File: config.mk
export PLATFORM = sky130hd
export DESIGN_NAME = word_blocklist_filter
export DESIGN_NICKNAME = d
export VERILOG_FILES = /design/src/sv/wbf_pkg.sv /design/src/sv/wbf_ram.sv /design/src/sv/wbf_ctrl.sv /design/src/sv/wbf_datapath.sv /design/src/sv/word_blocklist_filter.sv
export SDC_FILE = /design/constraint.sdc
export NUM_CORES = 1
export LEC_CHECK = 0
export BUFFER_PORTS_ARGS = -buffer_cell sky130_fd_sc_hd__buf_4
export CORE_UTILIZATION = 40
export CTS_CLUSTER_SIZE = 14
export DETAILED_ROUTE_END_ITERATION = 8
export PLACE_DENSITY = 0.63
export SYNTH_ARGS = -nofsm -noshare
export SYNTH_HDL_FRONTEND = slang
export SYNTH_SLANG_ARGS = --single-unit
File: constraint.sdc
create_clock -name aclk -period 4.5 [get_ports aclk]
set_input_delay 0.45 -clock aclk [delete_from_list [all_inputs] [get_ports aclk]]
set_output_delay 0.45 -clock aclk [all_outputs]
set_load 0.05 [all_outputs]
File: src/sv/wbf_pkg.sv
`default_nettype none

package wbf_pkg;

    localparam int MAX_WORD_BYTES_DEF    = 16;
    localparam int NUM_BLOCKED_WORDS_DEF = 4;
    localparam int BLK_ROWS              = 16;
    localparam int BLK_COLS              = 16;
    localparam int ROW_W                 = $clog2(BLK_ROWS);
    localparam int COL_W                 = $clog2(BLK_COLS);
    localparam int BLK_LEN_W             = $clog2(BLK_COLS + 1);

    localparam logic [7:0] NEWLINE_BYTE = 8'd10;
    localparam logic [7:0] CH_SPACE     = 8'h20;
    localparam logic [7:0] CH_PERIOD    = 8'h2E;
    localparam logic [7:0] CH_COMMA     = 8'h2C;
    localparam logic [7:0] CH_SEMI      = 8'h3B;
    localparam logic [7:0] CH_COLON     = 8'h3A;
    localparam logic [7:0] CH_QUEST     = 8'h3F;
    localparam logic [7:0] CH_EXCL      = 8'h21;

    typedef enum logic [1:0] {
        ST_IDLE,
        ST_READ,
        ST_WORD,
        ST_TAIL
    } ctl_state_t;

    typedef struct packed {
        logic accept;
        logic rd_en;
        logic load_word;
        logic load_tail;
    } wbf_cmd_t;

    typedef struct packed {
        logic has_result;
        logic has_word;
        logic word_last;
        logic out_free;
    } wbf_sts_t;

    function automatic logic is_separator(input logic [7:0] b);
        return (b == CH_SPACE) || (b == CH_PERIOD) || (b == CH_COMMA) ||
               (b == CH_SEMI) || (b == CH_COLON) || (b == CH_QUEST) ||
               (b == CH_EXCL);
    endfunction

    function automatic logic [BLK_LEN_W-1:0] blk_len(input logic [ROW_W-1:0] row);
        logic [BLK_LEN_W-1:0] len;
        unique case (row)
            4'd0:    len = BLK_LEN_W'(10);
            4'd1:    len = BLK_LEN_W'(10);
            4'd2:    len = BLK_LEN_W'(4);
            4'd3:    len = BLK_LEN_W'(5);
            default: len = '0;
        endcase
        return len;
    endfunction

    // first byte of each entry sits in the low bits
    function automatic logic [BLK_COLS*8-1:0] blk_row(input logic [ROW_W-1:0] row);
        logic [BLK_COLS*8-1:0] v;
        unique case (row)
            4'd0:    v = 128'h000000000000_82D1BED0B8D0B4D0B8D0;
            4'd1:    v = 128'h000000000000_BAD0B0D080D183D1B4D0;
            4'd2:    v = 128'h6B637566;
            4'd3:    v = 128'h746F696469;
            default: v = '0;
        endcase
        return v;
    endfunction

    function automatic logic [7:0] blk_byte(input logic [ROW_W-1:0] row,
                                            input logic [COL_W-1:0] col);
        logic [BLK_COLS*8-1:0] v;
        v = blk_row(row);
        return v[col*8 +: 8];
    endfunction

endpackage

`default_nettype wire

File: src/sv/wbf_ram.sv
`default_nettype none

module wbf_ram #(
    parameter int WIDTH = 8,
    parameter int DEPTH = 16
) (
    input  wire logic                     clk,
    input  wire logic                     we,
    input  wire logic [$clog2(DEPTH)-1:0] waddr,
    input  wire logic [WIDTH-1:0]         wdata,
    input  wire logic                     re,
    input  wire logic [$clog2(DEPTH)-1:0] raddr,
    output      logic [WIDTH-1:0]         rdata
);

    logic [WIDTH-1:0] mem [DEPTH];

    always_ff @(posedge clk) begin
        if (we) begin
            mem[waddr] <= wdata;
        end
        if (re) begin
            rdata <= mem[raddr];
        end
    end

endmodule

`default_nettype wire

File: src/sv/wbf_ctrl.sv
`default_nettype none

module wbf_ctrl (
    input  wire logic             aclk,
    input  wire logic             aresetn,
    input  wire logic             s_valid,
    output      logic             s_ready,
    input  wire wbf_pkg::wbf_sts_t sts,
    output      wbf_pkg::wbf_cmd_t cmd
);

    wbf_pkg::ctl_state_t state_reg, state_next;

    always_ff @(posedge aclk) begin
        if (!aresetn) begin
            state_reg <= wbf_pkg::ST_IDLE;
        end else begin
            state_reg <= state_next;
        end
    end

    always_comb begin
        state_next = state_reg;
        unique case (state_reg)
            wbf_pkg::ST_IDLE: begin
                if (s_valid && sts.has_result) begin
                    state_next = sts.has_word ? wbf_pkg::ST_READ : wbf_pkg::ST_TAIL;
                end
            end
            wbf_pkg::ST_READ: begin
                state_next = wbf_pkg::ST_WORD;
            end
            wbf_pkg::ST_WORD: begin
                if (sts.out_free) begin
                    state_next = sts.word_last ? wbf_pkg::ST_TAIL : wbf_pkg::ST_READ;
                end
            end
            wbf_pkg::ST_TAIL: begin
                if (sts.out_free) begin
                    state_next = wbf_pkg::ST_IDLE;
                end
            end
            default: state_next = wbf_pkg::ST_IDLE;
        endcase
    end

    always_comb begin
        s_ready       = 1'b0;
        cmd.accept    = 1'b0;
        cmd.rd_en     = 1'b0;
        cmd.load_word = 1'b0;
        cmd.load_tail = 1'b0;
        unique case (state_reg)
            wbf_pkg::ST_IDLE: begin
                s_ready    = 1'b1;
                cmd.accept = s_valid;
            end
            wbf_pkg::ST_READ: begin
                cmd.rd_en = 1'b1;
            end
            wbf_pkg::ST_WORD: begin
                cmd.load_word = sts.out_free;
            end
            wbf_pkg::ST_TAIL: begin
                cmd.load_tail = sts.out_free;
            end
            default: begin
                s_ready = 1'b0;
            end
        endcase
    end

endmodule

`default_nettype wire

File: src/sv/wbf_datapath.sv
`default_nettype none

module wbf_datapath #(
    parameter int MAX_WORD_BYTES    = wbf_pkg::MAX_WORD_BYTES_DEF,
    parameter int NUM_BLOCKED_WORDS = wbf_pkg::NUM_BLOCKED_WORDS_DEF
) (
    input  wire logic              aclk,
    input  wire logic              aresetn,
    input  wire logic [7:0]        s_data_byte,
    input  wire logic              s_is_line_break,
    input  wire wbf_pkg::wbf_cmd_t cmd,
    output      wbf_pkg::wbf_sts_t sts,
    output      logic              m_valid,
    input  wire logic              m_ready,
    output      logic [7:0]        m_out_byte,
    output      logic              m_run_last
);

    localparam int AW = $clog2(MAX_WORD_BYTES);
    localparam int LW = $clog2(MAX_WORD_BYTES + 1);
    localparam int RW = wbf_pkg::ROW_W;
    localparam int CW = wbf_pkg::COL_W;

    logic [LW-1:0]                word_len_reg, word_len_next;
    logic                         pass_reg, pass_next;
    logic [NUM_BLOCKED_WORDS-1:0] match_reg, match_next, match_upd, len_hit;
    logic [LW-1:0]                emit_len_reg, emit_len_next;
    logic [AW-1:0]                idx_reg, idx_next;
    logic [7:0]                   tail_reg, tail_next;
    logic                         out_valid_reg, out_valid_next;
    logic [7:0]                   out_byte_reg, out_byte_next;
    logic                         out_last_reg, out_last_next;

    logic       sep, blocked, word_full, emit_word, buf_write;
    logic [7:0] rd_data;

    // per-entry prefix match, updated as bytes are buffered
    always_comb begin
        for (int i = 0; i < NUM_BLOCKED_WORDS; i++) begin
            logic [wbf_pkg::BLK_LEN_W-1:0] len;
            len = wbf_pkg::blk_len(RW'(i));
            len_hit[i]   = (len != '0) && (8'(word_len_reg) == 8'(len));
            match_upd[i] = match_reg[i] && (8'(word_len_reg) < 8'(len)) &&
                           (s_data_byte == wbf_pkg::blk_byte(RW'(i), word_len_reg[CW-1:0]));
        end
    end

    assign sep       = wbf_pkg::is_separator(s_data_byte);
    assign blocked   = |(match_reg & len_hit);
    assign word_full = (word_len_reg == LW'(MAX_WORD_BYTES));
    assign emit_word = !pass_reg &&
                       (s_is_line_break ? !blocked : ((sep && !blocked) || (!sep && word_full)));
    assign buf_write = cmd.accept && !s_is_line_break && !pass_reg && !sep && !word_full;

    assign sts.has_result = s_is_line_break || pass_reg || (sep && !blocked) ||
                            (!sep && word_full);
    assign sts.has_word   = emit_word && (word_len_reg != '0);
    assign sts.word_last  = ((LW'(idx_reg) + LW'(1)) == emit_len_reg);
    assign sts.out_free   = !out_valid_reg || m_ready;

    wbf_ram #(
        .WIDTH (8),
        .DEPTH (MAX_WORD_BYTES)
    ) u_word_ram (
        .clk   (aclk),
        .we    (buf_write),
        .waddr (word_len_reg[AW-1:0]),
        .wdata (s_data_byte),
        .re    (cmd.rd_en),
        .raddr (idx_reg),
        .rdata (rd_data)
    );

    always_comb begin
        word_len_next  = word_len_reg;
        pass_next      = pass_reg;
        match_next     = match_reg;
        emit_len_next  = emit_len_reg;
        idx_next       = idx_reg;
        tail_next      = tail_reg;
        out_valid_next = out_valid_reg;
        out_byte_next  = out_byte_reg;
        out_last_next  = out_last_reg;

        if (cmd.accept) begin
            emit_len_next = word_len_reg;
            idx_next      = '0;
            tail_next     = s_is_line_break ? wbf_pkg::NEWLINE_BYTE : s_data_byte;
            if (s_is_line_break) begin
                word_len_next = '0;
                pass_next     = 1'b0;
                match_next    = '1;
            end else if (pass_reg) begin
                if (sep) begin
                    pass_next = 1'b0;
                end
            end else if (sep) begin
                word_len_next = '0;
                match_next    = '1;
            end else if (!word_full) begin
                word_len_next = word_len_reg + LW'(1);
                match_next    = match_upd;
            end else begin
                // overlong word streams through from here on
                word_len_next = '0;
                pass_next     = 1'b1;
                match_next    = '1;
            end
        end

        if (m_ready) begin
            out_valid_next = 1'b0;
        end
        if (cmd.load_word) begin
            idx_next       = idx_reg + AW'(1);
            out_valid_next = 1'b1;
            out_byte_next  = rd_data;
            out_last_next  = 1'b0;
        end else if (cmd.load_tail) begin
            out_valid_next = 1'b1;
            out_byte_next  = tail_reg;
            out_last_next  = 1'b1;
        end
    end

    always_ff @(posedge aclk) begin
        if (!aresetn) begin
            word_len_reg  <= '0;
            pass_reg      <= 1'b0;
            match_reg     <= '1;
            out_valid_reg <= 1'b0;
        end else begin
            word_len_reg  <= word_len_next;
            pass_reg      <= pass_next;
            match_reg     <= match_next;
            out_valid_reg <= out_valid_next;
        end
    end

    always_ff @(posedge aclk) begin
        emit_len_reg <= emit_len_next;
        idx_reg      <= idx_next;
        tail_reg     <= tail_next;
        out_byte_reg <= out_byte_next;
        out_last_reg <= out_last_next;
    end

    assign m_valid    = out_valid_reg;
    assign m_out_byte = out_byte_reg;
    assign m_run_last = out_last_reg;

endmodule

`default_nettype wire

File: src/sv/word_blocklist_filter.sv
// channel  | direction | handshake          | payload
// ---------+-----------+--------------------+--------------------------------
// s_       | in        | s_valid / s_ready  | s_data_byte, s_is_line_break
// m_       | out       | m_valid / m_ready  | m_out_byte, m_run_last
//
// a byte that is only buffered leaves the sequencer idle; an item that releases
// a word steps through ST_READ and ST_WORD for each byte, for the registered
// read port of the word buffer, then ST_TAIL for the separator or newline byte.
// reset is synchronous and active low; the word buffer needs no clearing.
// a stalled m_ready holds the output register and the sequencer; s_ready is
// high whenever the sequencer is idle, also while a last byte waits.
`default_nettype none

module word_blocklist_filter #(
    parameter int MAX_WORD_BYTES    = wbf_pkg::MAX_WORD_BYTES_DEF,
    parameter int NUM_BLOCKED_WORDS = wbf_pkg::NUM_BLOCKED_WORDS_DEF
) (
    input  wire logic       aclk,
    input  wire logic       aresetn,
    input  wire logic       s_valid,
    output      logic       s_ready,
    input  wire logic [7:0] s_data_byte,
    input  wire logic       s_is_line_break,
    output      logic       m_valid,
    input  wire logic       m_ready,
    output      logic [7:0] m_out_byte,
    output      logic       m_run_last
);

    wbf_pkg::wbf_cmd_t cmd;
    wbf_pkg::wbf_sts_t sts;

    wbf_ctrl u_ctrl (
        .aclk    (aclk),
        .aresetn (aresetn),
        .s_valid (s_valid),
        .s_ready (s_ready),
        .sts     (sts),
        .cmd     (cmd)
    );

    wbf_datapath #(
        .MAX_WORD_BYTES    (MAX_WORD_BYTES),
        .NUM_BLOCKED_WORDS (NUM_BLOCKED_WORDS)
    ) u_datapath (
        .aclk            (aclk),
        .aresetn         (aresetn),
        .s_data_byte     (s_data_byte),
        .s_is_line_break (s_is_line_break),
        .cmd             (cmd),
        .sts             (sts),
        .m_valid         (m_valid),
        .m_ready         (m_ready),
        .m_out_byte      (m_out_byte),
        .m_run_last      (m_run_last)
    );

endmodule

`default_nettype wire

==> results of run 1 <==
metrics by stage:
step                hold slack (ps)  total power, mW
finish                          333             3.87
CTS                             324             3.89
global placement                458             2.45
global route                    327             3.99
floorplan                       433             2.31
detailed placement              461             2.46
cell usage in the layout (no fill, tap or decap), types with 3 or more instances in the layout:
cell and instances:
and3_1 15, mux4_1 16, dfxtp_1 14, ha_1 10
nor3_1 3, inv_1 12, mux2i_1 6, a22oi_1 3
clkinv_4 3, o211ai_1 3, o21ai_0 13, xnor2_1 13
nor2_1 16, edfxtp_1 161, inv_8 3, nand3_1 7
and2_1 4, nand2b_1 3, nand2_1 39, a21oi_1 9
o22ai_1 3, buf_4 26, or2_2 3, xor2_1 8
inv_6 4, nor2b_1 14, nor3b_1 3, and4_1 4
clkbuf_16 17, mux4_2 24
kinds of logic after synthesis:
| logic type | after synthesis | share of synthesized area [%] |
|---|---|---|
| AND/OR/NAND/NOR | 132 | 9.49 |
| adder cells (fa/ha/maj) | 10 | 1.60 |
| flip-flops | 175 | 65.5 |
| XOR/XNOR | 21 | 2.36 |
| buffers and inverters | 42 | 2.89 |
| AO/OA/AOI/OAI | 53 | 4.78 |
| multiplexers | 48 | 13.4 |
final timing paths:
kind	slack, ps	from	to
worst max-delay path	1380	u_datapath.word_len_reg[0]	u_datapath.u_word_ram.mem[2][0]
worst max register to register	1380	u_datapath.word_len_reg[0]	u_datapath.u_word_ram.mem[2][0]
worst min-delay path	330	aresetn	u_datapath.m_valid
worst min register to register	470	u_datapath.match_reg[0]	u_datapath.match_reg[0]
layer usage:
metal | wire [um] | track usage, % | up-vias
met5 | 0 | 0 | -
met4 | 267 | 6.45 | 0
met3 | 851 | 4.22 | 27
met2 | 8220 | 28.2 | 145
met1 | 7390 | 23.4 | 2164
li1 | - | - | 1918
layout make-up:
type / instances / share of cell area (%)
clock inverter: 15 / 1.95
sequential: 175 / 58.5
tap: 260 / 3.72
clock buffer: 17 / 4.87
inverter: 12 / 0.515
timing repair buffer: 26 / 2.23
multi-input combinational: 264 / 28.2
worst max-delay path, cell delays in order, from the launching register on:
cell and delay (ps):
dfxtp_1 640, inv_1 240, ha_1 430, and3_1 270, nor4_2 210, and2_0 460
and3_1 520
power groups by stage:
stage / Combinational, mW / Sequential, mW / Clock [mW]
3_5_place_dp: 0.522 / 1.93 / 0
3_3_place_gp: 0.516 / 1.93 / 0
4_1_cts: 0.524 / 1.90 / 1.46
2_1_floorplan: 0.364 / 1.95 / 0
5_1_grt: 0.557 / 1.91 / 1.53
6_report: 0.521 / 1.90 / 1.45
==> impl_metrics.yaml, run 1 <==
run_status:
  status: "complete, no violations"
final_layout:
  num-fill-cells: 1621
  finalNonFillerCells: 769
  finish.instance_area_mm2: 0.00874
  multi_input_area_mm2: 0.00247
  final_net_count: 519
  register_area_mm2: 0.00511
  antenna_cells: 0
  drive_above_1_share_pct: 19.3
  largest_reg_flops: 128
  top_register: "u_datapath.u_word_ram.mem"
  syn_to_final_growth_pct: 12.0
  utilization_pct: 46.3
pwr:
  p_seq_share_pct: 49.1
  clkPwrFrac_pct: 37.5
  power_frac_comb_pct: 13.5
  ir_drop_mv: 0.224
  p_leak_nw: 2.98
  p_int_mw: 2.86
  switching_power_mw: 1.01
  switching_share_pct: 26.0
  power_density_mw_per_mm2: 442
route:
  drc_errors: 0
  viasPerCell: 5.53
  drt_wl_total_um: 16700
  num_vias: 4254
  antenna_left: 0
  wl_per_cell_um: 21.8
  drt_iter0_drc: 535
  drt-pass1-iter-count: 6
global_route:
  grt_pass1_wl_um: 25400
  grt_overflow: 0
  track_usage_pct: 17.6
  grt_max_degree: 37
  grt_pass1_vias: 4198
  grt_antenna_before_repair: 0
yosys:
  synthTopCellsByCount: "edfxtp_1 (161), nand2_1 (39), mux4_2 (24), mux4_1 (16), nor2_1 (16)"
  synth_edf_count: 161
  synth_area_leader_cell: "edfxtp_1"
  seq_area_frac_synth_pct: 65.5
  synth_area_leaders: "edfxtp_1 (62%), mux4_2 (6.9%), mux4_1 (5.4%)"
  yosysUniqueCellTypes: 65
  synth_seq_cells: 175
  synthesis.nets: 504
  ys.flop_type: "edfxtp_1"
  synthMostInstantiatedCell: "edfxtp_1"
  ys_warn_count: 0
  synth_top_area_share_pct: 61.9
  async_flop_share_pct: 0
  synth_area_mm2: 0.00781
  avgSynthCellArea_um2: 16.2
  syn_inst: 481
clock_tree:
  cts_root_buf: "clkbuf_16"
  htreeDepth: 4
  post_cts_resize_count: 0
  cts.sinks: 175
  worstSkewPairLatency_ps: 430
  clock_path_buffers: 2
  cts_setup_buffers: 0
  cts_hold_buffers: 0
  cts_buffers: 17
  cts_tree: "done"
  clkTransAtPathRegs_ps: 70
placed_design:
  io_buffer_count: 23
  post-place-ws_ps: 1400
  place_hpwl_um: 10800
  dpl.cell_count: 737
  gp_congestion: 0.900
  place_area_mm2: 0.00815
worst_hold_path:
  hold_class: "in -> reg"
  hold_depth: 2
critical_path:
  worstPathArrival_ps: 3200
  reg2regPathDepth: 6
  worstSetupStartpointType: "flop"
  required_ps: 4580
  crit_type: "reg -> reg"
  crit_path_end_kind: "flop"
  worstPathMaxFanout: 15
timing:
  slew_violations: 0
  finalSetupTns_ps: 0
  max_slew_margin_pct: 41.8
  setup_ws_ps: 1380
  rsz0062_at_grt: "false"
  tightest_slew_ps: 872
  setup_violations: 0
  max_freq_mhz: 320
  skew_ps: 9.47
  hold_violations: 0
  finalCritPeriodShare_pct: 69.4
  period_minus_slack_ps: 3120
floorplan:
  start_util_pct: 41.3
  core_mm2: 0.0189
  io_pins: 24
  die_y_um: 142
  row_count: 50
  die_x_um: 142
  die_area_mm2: 0.0201
job:
  cap_violations: 0
Note: power is estimated with default switching activity, not from simulation.
==> run 2: changes to the inputs <==
- clock period: 4.5 -> 3.1 ns (I/O delays scaled with it)
==> run 2 against run 1 <==
Flip-flop and latch count stayed put. Worst setup slack worse by 680 ps. Sequential power is 45% higher. Via count is 1.7% higher. Die area stayed put. Fmax is 30% higher. Clock power is 42% higher. Non-clock buffer count is 11 higher. Critical endpoint is now u_datapath.u_word_ram.mem[4][4]. Sequential share of layout area is 0.55 points lower. Cell area is 0.94% higher. Combinational power is 51% higher. Utilization is 0.44 points higher. Largest cell class unchanged.
==> impl_metrics.yaml, run 2 (same netlist as run 1, synthesis figures left out) <==
final_layout:
  final_net_count: 530
  largest_reg_flops: 128
  register_area_mm2: 0.00511
  multi_input_area_mm2: 0.00247
  syn_to_final_growth_pct: 13.0
  mostFrequentLayoutCells: "edfxtp_1 (161), nand2_1 (39), buf_4 (35), mux4_2 (24), clkbuf_16 (17)"
  antenna_cells: 0
  layout_commonest_cell: "edfxtp_1"
  utilization_pct: 46.7
  num-fill-cells: 1636
  top_register: "u_datapath.u_word_ram.mem"
  drive_above_1_share_pct: 20.6
critical_path:
  crit_type: "reg -> reg"
  worstPathArrival_ps: 2470
  worstPathMaxFanout: 8
  reg2reg_from: "u_datapath.word_len_reg[0]"
  worstSetupStartpointType: "flop"
  reg2regPathDepth: 6
  crit_path_end_kind: "flop"
  required_ps: 3170
  r2r-end: "u_datapath.u_word_ram.mem[4][4]"
  startpoint: "u_datapath.word_len_reg[0]"
  r2r_slack_ps: 700
clock_tree:
  cts_buffers: 17
  htreeDepth: 4
  cts_root_buf: "clkbuf_16"
  worstSkewPairLatency_ps: 430
  cts_tree: "done"
  cts_hold_buffers: 0
  cts.sinks: 175
  clock_path_buffers: 2
  cts_setup_buffers: 0
  post_cts_resize_count: 0
  clkTransAtPathRegs_ps: 70
floorplan:
  die_x_um: 142
  die_area_mm2: 0.0201
  start_util_pct: 41.3
  row_count: 50
  die_y_um: 142
  io_pins: 24
  core_mm2: 0.0189
timing:
  max_freq_mhz: 416
  hold_violations: 0
  finalCritPeriodShare_pct: 77.5
  setup_violations: 0
  tightest_slew_ps: 808
  finalSetupTns_ps: 0
  max_slew_margin_pct: 46.0
  setup_ws_ps: 697
  skew_ps: 8.92
  hold_ws_ps: 179
  slew_violations: 0
  rsz0062_at_grt: "false"
  period_minus_slack_ps: 2400
worst_hold_path:
  hold_depth: 2
  hold_start: "aresetn"
  hold_end: "u_datapath.m_valid"
  hold_class: "in -> reg"
run_status:
  status: "complete, no violations"
global_route:
  grt_antenna_before_repair: 0
  grt_pass1_wl_um: 26200
  grt_pass1_vias: 4349
  grt_max_degree: 35
  grt_overflow: 0
  track_usage_pct: 18.1
route:
  drt_iter0_drc: 405
  wl_per_cell_um: 21.7
  drt_wl_total_um: 16900
  drc_errors: 0
  viasPerCell: 5.55
  drt-pass1-iter-count: 5
  antenna_left: 0
  num_vias: 4327
pwr:
  power_density_mw_per_mm2: 635
  ir_drop_mv: 0.325
  p_leak_nw: 3.02
placed_design:
  io_buffer_count: 23
  place_hpwl_um: 11300
  post-place-ws_ps: 690
  gp_congestion: 0.809
job:
  cap_violations: 0
[run 2: cell count changes in the layout (fill, tap and decap cells not counted), sizes merged]
cell,delta
inv,-5
clkinvlp,+2
bufinv,+1
buf,+11
clkbuf,+1
clkinv,+1
[run 2: critical path: stages (launching register included)]
cell and delay, ps:
dfxtp_1 330, inv_1 120, ha_1 230, and3_1 200, nor4_2 250, and2_0 410
and3_1 510
[run 2: metrics by stage]
step	instance area (um^2)	total power, mW	cells
floorplan	7810	3.35	481
global placement	8250	3.59	748
detailed placement	8250	3.60	748
CTS	8820	5.64	780
global route	8820	5.78	780
finish	8820	5.60	780
[run 2: worst max path at each step]
stage                                        to  slack (ps)  depth (start not counted)
6_report        u_datapath.u_word_ram.mem[4][4]         700                          6
5_1_grt         u_datapath.u_word_ram.mem[4][4]         560                          6
4_1_cts         u_datapath.u_word_ram.mem[4][4]         700                          6
3_5_place_dp    u_datapath.u_word_ram.mem[4][7]         690                          6
3_3_place_gp   u_datapath.u_word_ram.mem[13][5]         720                          6
2_1_floorplan   u_datapath.u_word_ram.mem[0][0]         390                          7
[run 2: cell type report]
type                       instances  area share (%)
clock buffer                      18            4.86
clock inverter                    14            1.60
inverter                          12           0.510
multi-input combinational        264            27.9
sequential                       175            58.0
tap                              260            3.69
timing repair buffer              37            3.43
[run 2: routing by layer]
layer  share of wire (%)  vias to the layer above  GRT usage, %
met5                   0                        -             0
met4                 1.7                        0          7.13
met3                 3.7                       22          3.10
met2                  51                      133          30.3
met1                  44                     2226          23.6
li1                    -                     1946             -
[run 2: where the power goes]
part / internal (mW) / total [mW] / leakage [nW] / switching, mW
sequential: 2.69 / 2.76 / 1.58 / 0.0691
clock: 1.18 / 2.06 / 0.274 / 0.873
combinational: 0.347 / 0.788 / 1.17 / 0.441
==> run 3: changes to the inputs <==
- clock period: 3.1 -> 2.3 ns (I/O delays scaled with it)
==> run 3 against run 2 <==
Clock skew rose by 2.4 ps. Cell area rose by 3.8%. Fmax rose by 15%. Cell count rose by 3.5%. Critical path depth rose by 3. Clock power rose by 40%. Sequential share of layout area fell by 2.1 points. Wire length rose by 3.5%. Hold slack got worse by 120 ps. Register-to-register slack got worse by 490 ps. Largest cell class unchanged.
==> impl_metrics.yaml, run 3 (same netlist as run 1, synthesis figures left out) <==
clock_tree:
  worstSkewPairLatency_ps: 430
  cts_tree: "done"
  htreeDepth: 4
  cts.sinks: 175
  cts_hold_buffers: 0
  clkTransAtPathRegs_ps: 60
  clock_path_buffers: 2
  cts_root_buf: "clkbuf_16"
  cts_buffers: 17
  cts_setup_buffers: 0
final_layout:
  syn_to_final_growth_pct: 17.3
  largest_reg_flops: 128
  mostFrequentLayoutCells: "edfxtp_1 (161), buf_4 (55), nand2_1 (39), mux4_2 (24), clkbuf_16 (17)"
  final_net_count: 557
  drive_above_1_share_pct: 24.5
  finish.instance_area_mm2: 0.00916
  layout_commonest_cell: "edfxtp_1"
  antenna_cells: 0
  top_register: "u_datapath.u_word_ram.mem"
placed_design:
  io_buffer_count: 23
  place_area_mm2: 0.00856
  post-place-ws_ps: 115
  place_hpwl_um: 11500
  gp_congestion: 0.818
floorplan:
  start_util_pct: 41.3
  io_pins: 24
  core_mm2: 0.0189
  die_y_um: 142
  row_count: 50
  die_x_um: 142
  die_area_mm2: 0.0201
critical_path:
  worstPathMaxFanout: 19
  crit_path_end_kind: "flop"
  crit_type: "reg -> reg"
  required_ps: 2620
  worstSetupStartpointType: "flop"
  worstPathArrival_ps: 2420
timing:
  setup_violations: 0
  setup_ws_ps: 202
  period_minus_slack_ps: 2100
  max_freq_mhz: 477
  max_slew_margin_pct: 46.3
  skew_ps: 11.4
  hold_violations: 0
  rsz0062_at_grt: "false"
  tightest_slew_ps: 805
  finalSetupTns_ps: 0
  finalCritPeriodShare_pct: 91.2
  slew_violations: 0
route:
  viasPerCell: 5.47
  drt_wl_total_um: 17500
  num_vias: 4414
  drc_errors: 0
  antenna_left: 0
  wl_per_cell_um: 21.7
  drt_iter0_drc: 470
  drt-pass1-iter-count: 5
pwr:
  ir_drop_mv: 0.489
  power_density_mw_per_mm2: 841
  p_leak_nw: 3.18
global_route:
  grt_overflow: 0
  grt_pass1_wl_um: 26600
  grt_max_degree: 37
  grt_antenna_before_repair: 0
  track_usage_pct: 18.5
  grt_pass1_vias: 4353
job:
  cap_violations: 0
run_status:
  status: "complete, no violations"
worst_hold_path:
  hold_class: "in -> reg"
## run 3: changes by cell type in the layout (fill, tap and decap cells not counted), moves of 2 or more
cell	change
buf_12	+7
buf_4	+20
clkinv_2	-4
inv_6	-2
clkinvlp_4	+2
## run 3: what timing repair did
item,CTS,global route
setup endpoints to repair,0,56
resized for setup,0,1
hold endpoints to repair,0,0
## run 3: metrics by stage
| step | util (%) | std cells | total power [mW] | hold WS (ps) |
|---|---|---|---|---|
| after CTS | 48.5 | 807 | 7.75 | 36.9 |
| after detailed placement | 45.3 | 775 | 4.89 | 454 |
| after global routing | 48.5 | 807 | 7.96 | 47.2 |
| after global placement | 45.3 | 775 | 4.88 | 444 |
| after floorplan | - | 481 | 4.53 | 329 |
| final | 48.5 | 807 | 7.70 | 60.3 |
## run 3: cell type report
cell class | count | area (um^2)
timing repair buffer | 64 | 593
sequential | 175 | 5110
clock buffer | 19 | 433
multi-input combinational | 264 | 2480
clock inverter | 13 | 165
inverter | 12 | 48.8
fill | 1594 | 9740
tap | 260 | 325
## run 3: power by group
part           switching [mW]  internal [mW]  total (mW)
sequential             0.0851           3.62        3.71
clock                    1.18           1.71        2.89
combinational           0.612          0.494        1.11
## run 3: path summary, 6_finish.rpt
kind	from	end	slack, ps	cells after the start
setup reg to reg	u_datapath.word_len_reg[2]	u_datapath.match_reg[1]	200	9
setup / recovery	u_datapath.word_len_reg[2]	u_datapath.match_reg[1]	200	9
hold reg to reg	u_datapath.match_reg[0]	u_datapath.match_reg[0]	470	2
hold / removal	s_data_byte[3]	u_datapath.u_word_ram.mem[9][3]	60	1
## run 3: critical path: stages (launching register included)
cell,delay [ps]
dfxtp_1,340
buf_4,260
inv_1,180
ha_1,280
nor2b_1,210
o22a_1,170
o21ai_0,60
and3_1,210
a32oi_1,200
nand2_1,70
## run 3: layer usage
metal	global-route usage (%)	vias up	part of all wire, %
met4	5.77	0	1.2
met5	0	-	0
met3	3.61	22	4.0
li1	-	1990	-
met1	24.9	2297	45
met2	30.4	105	50
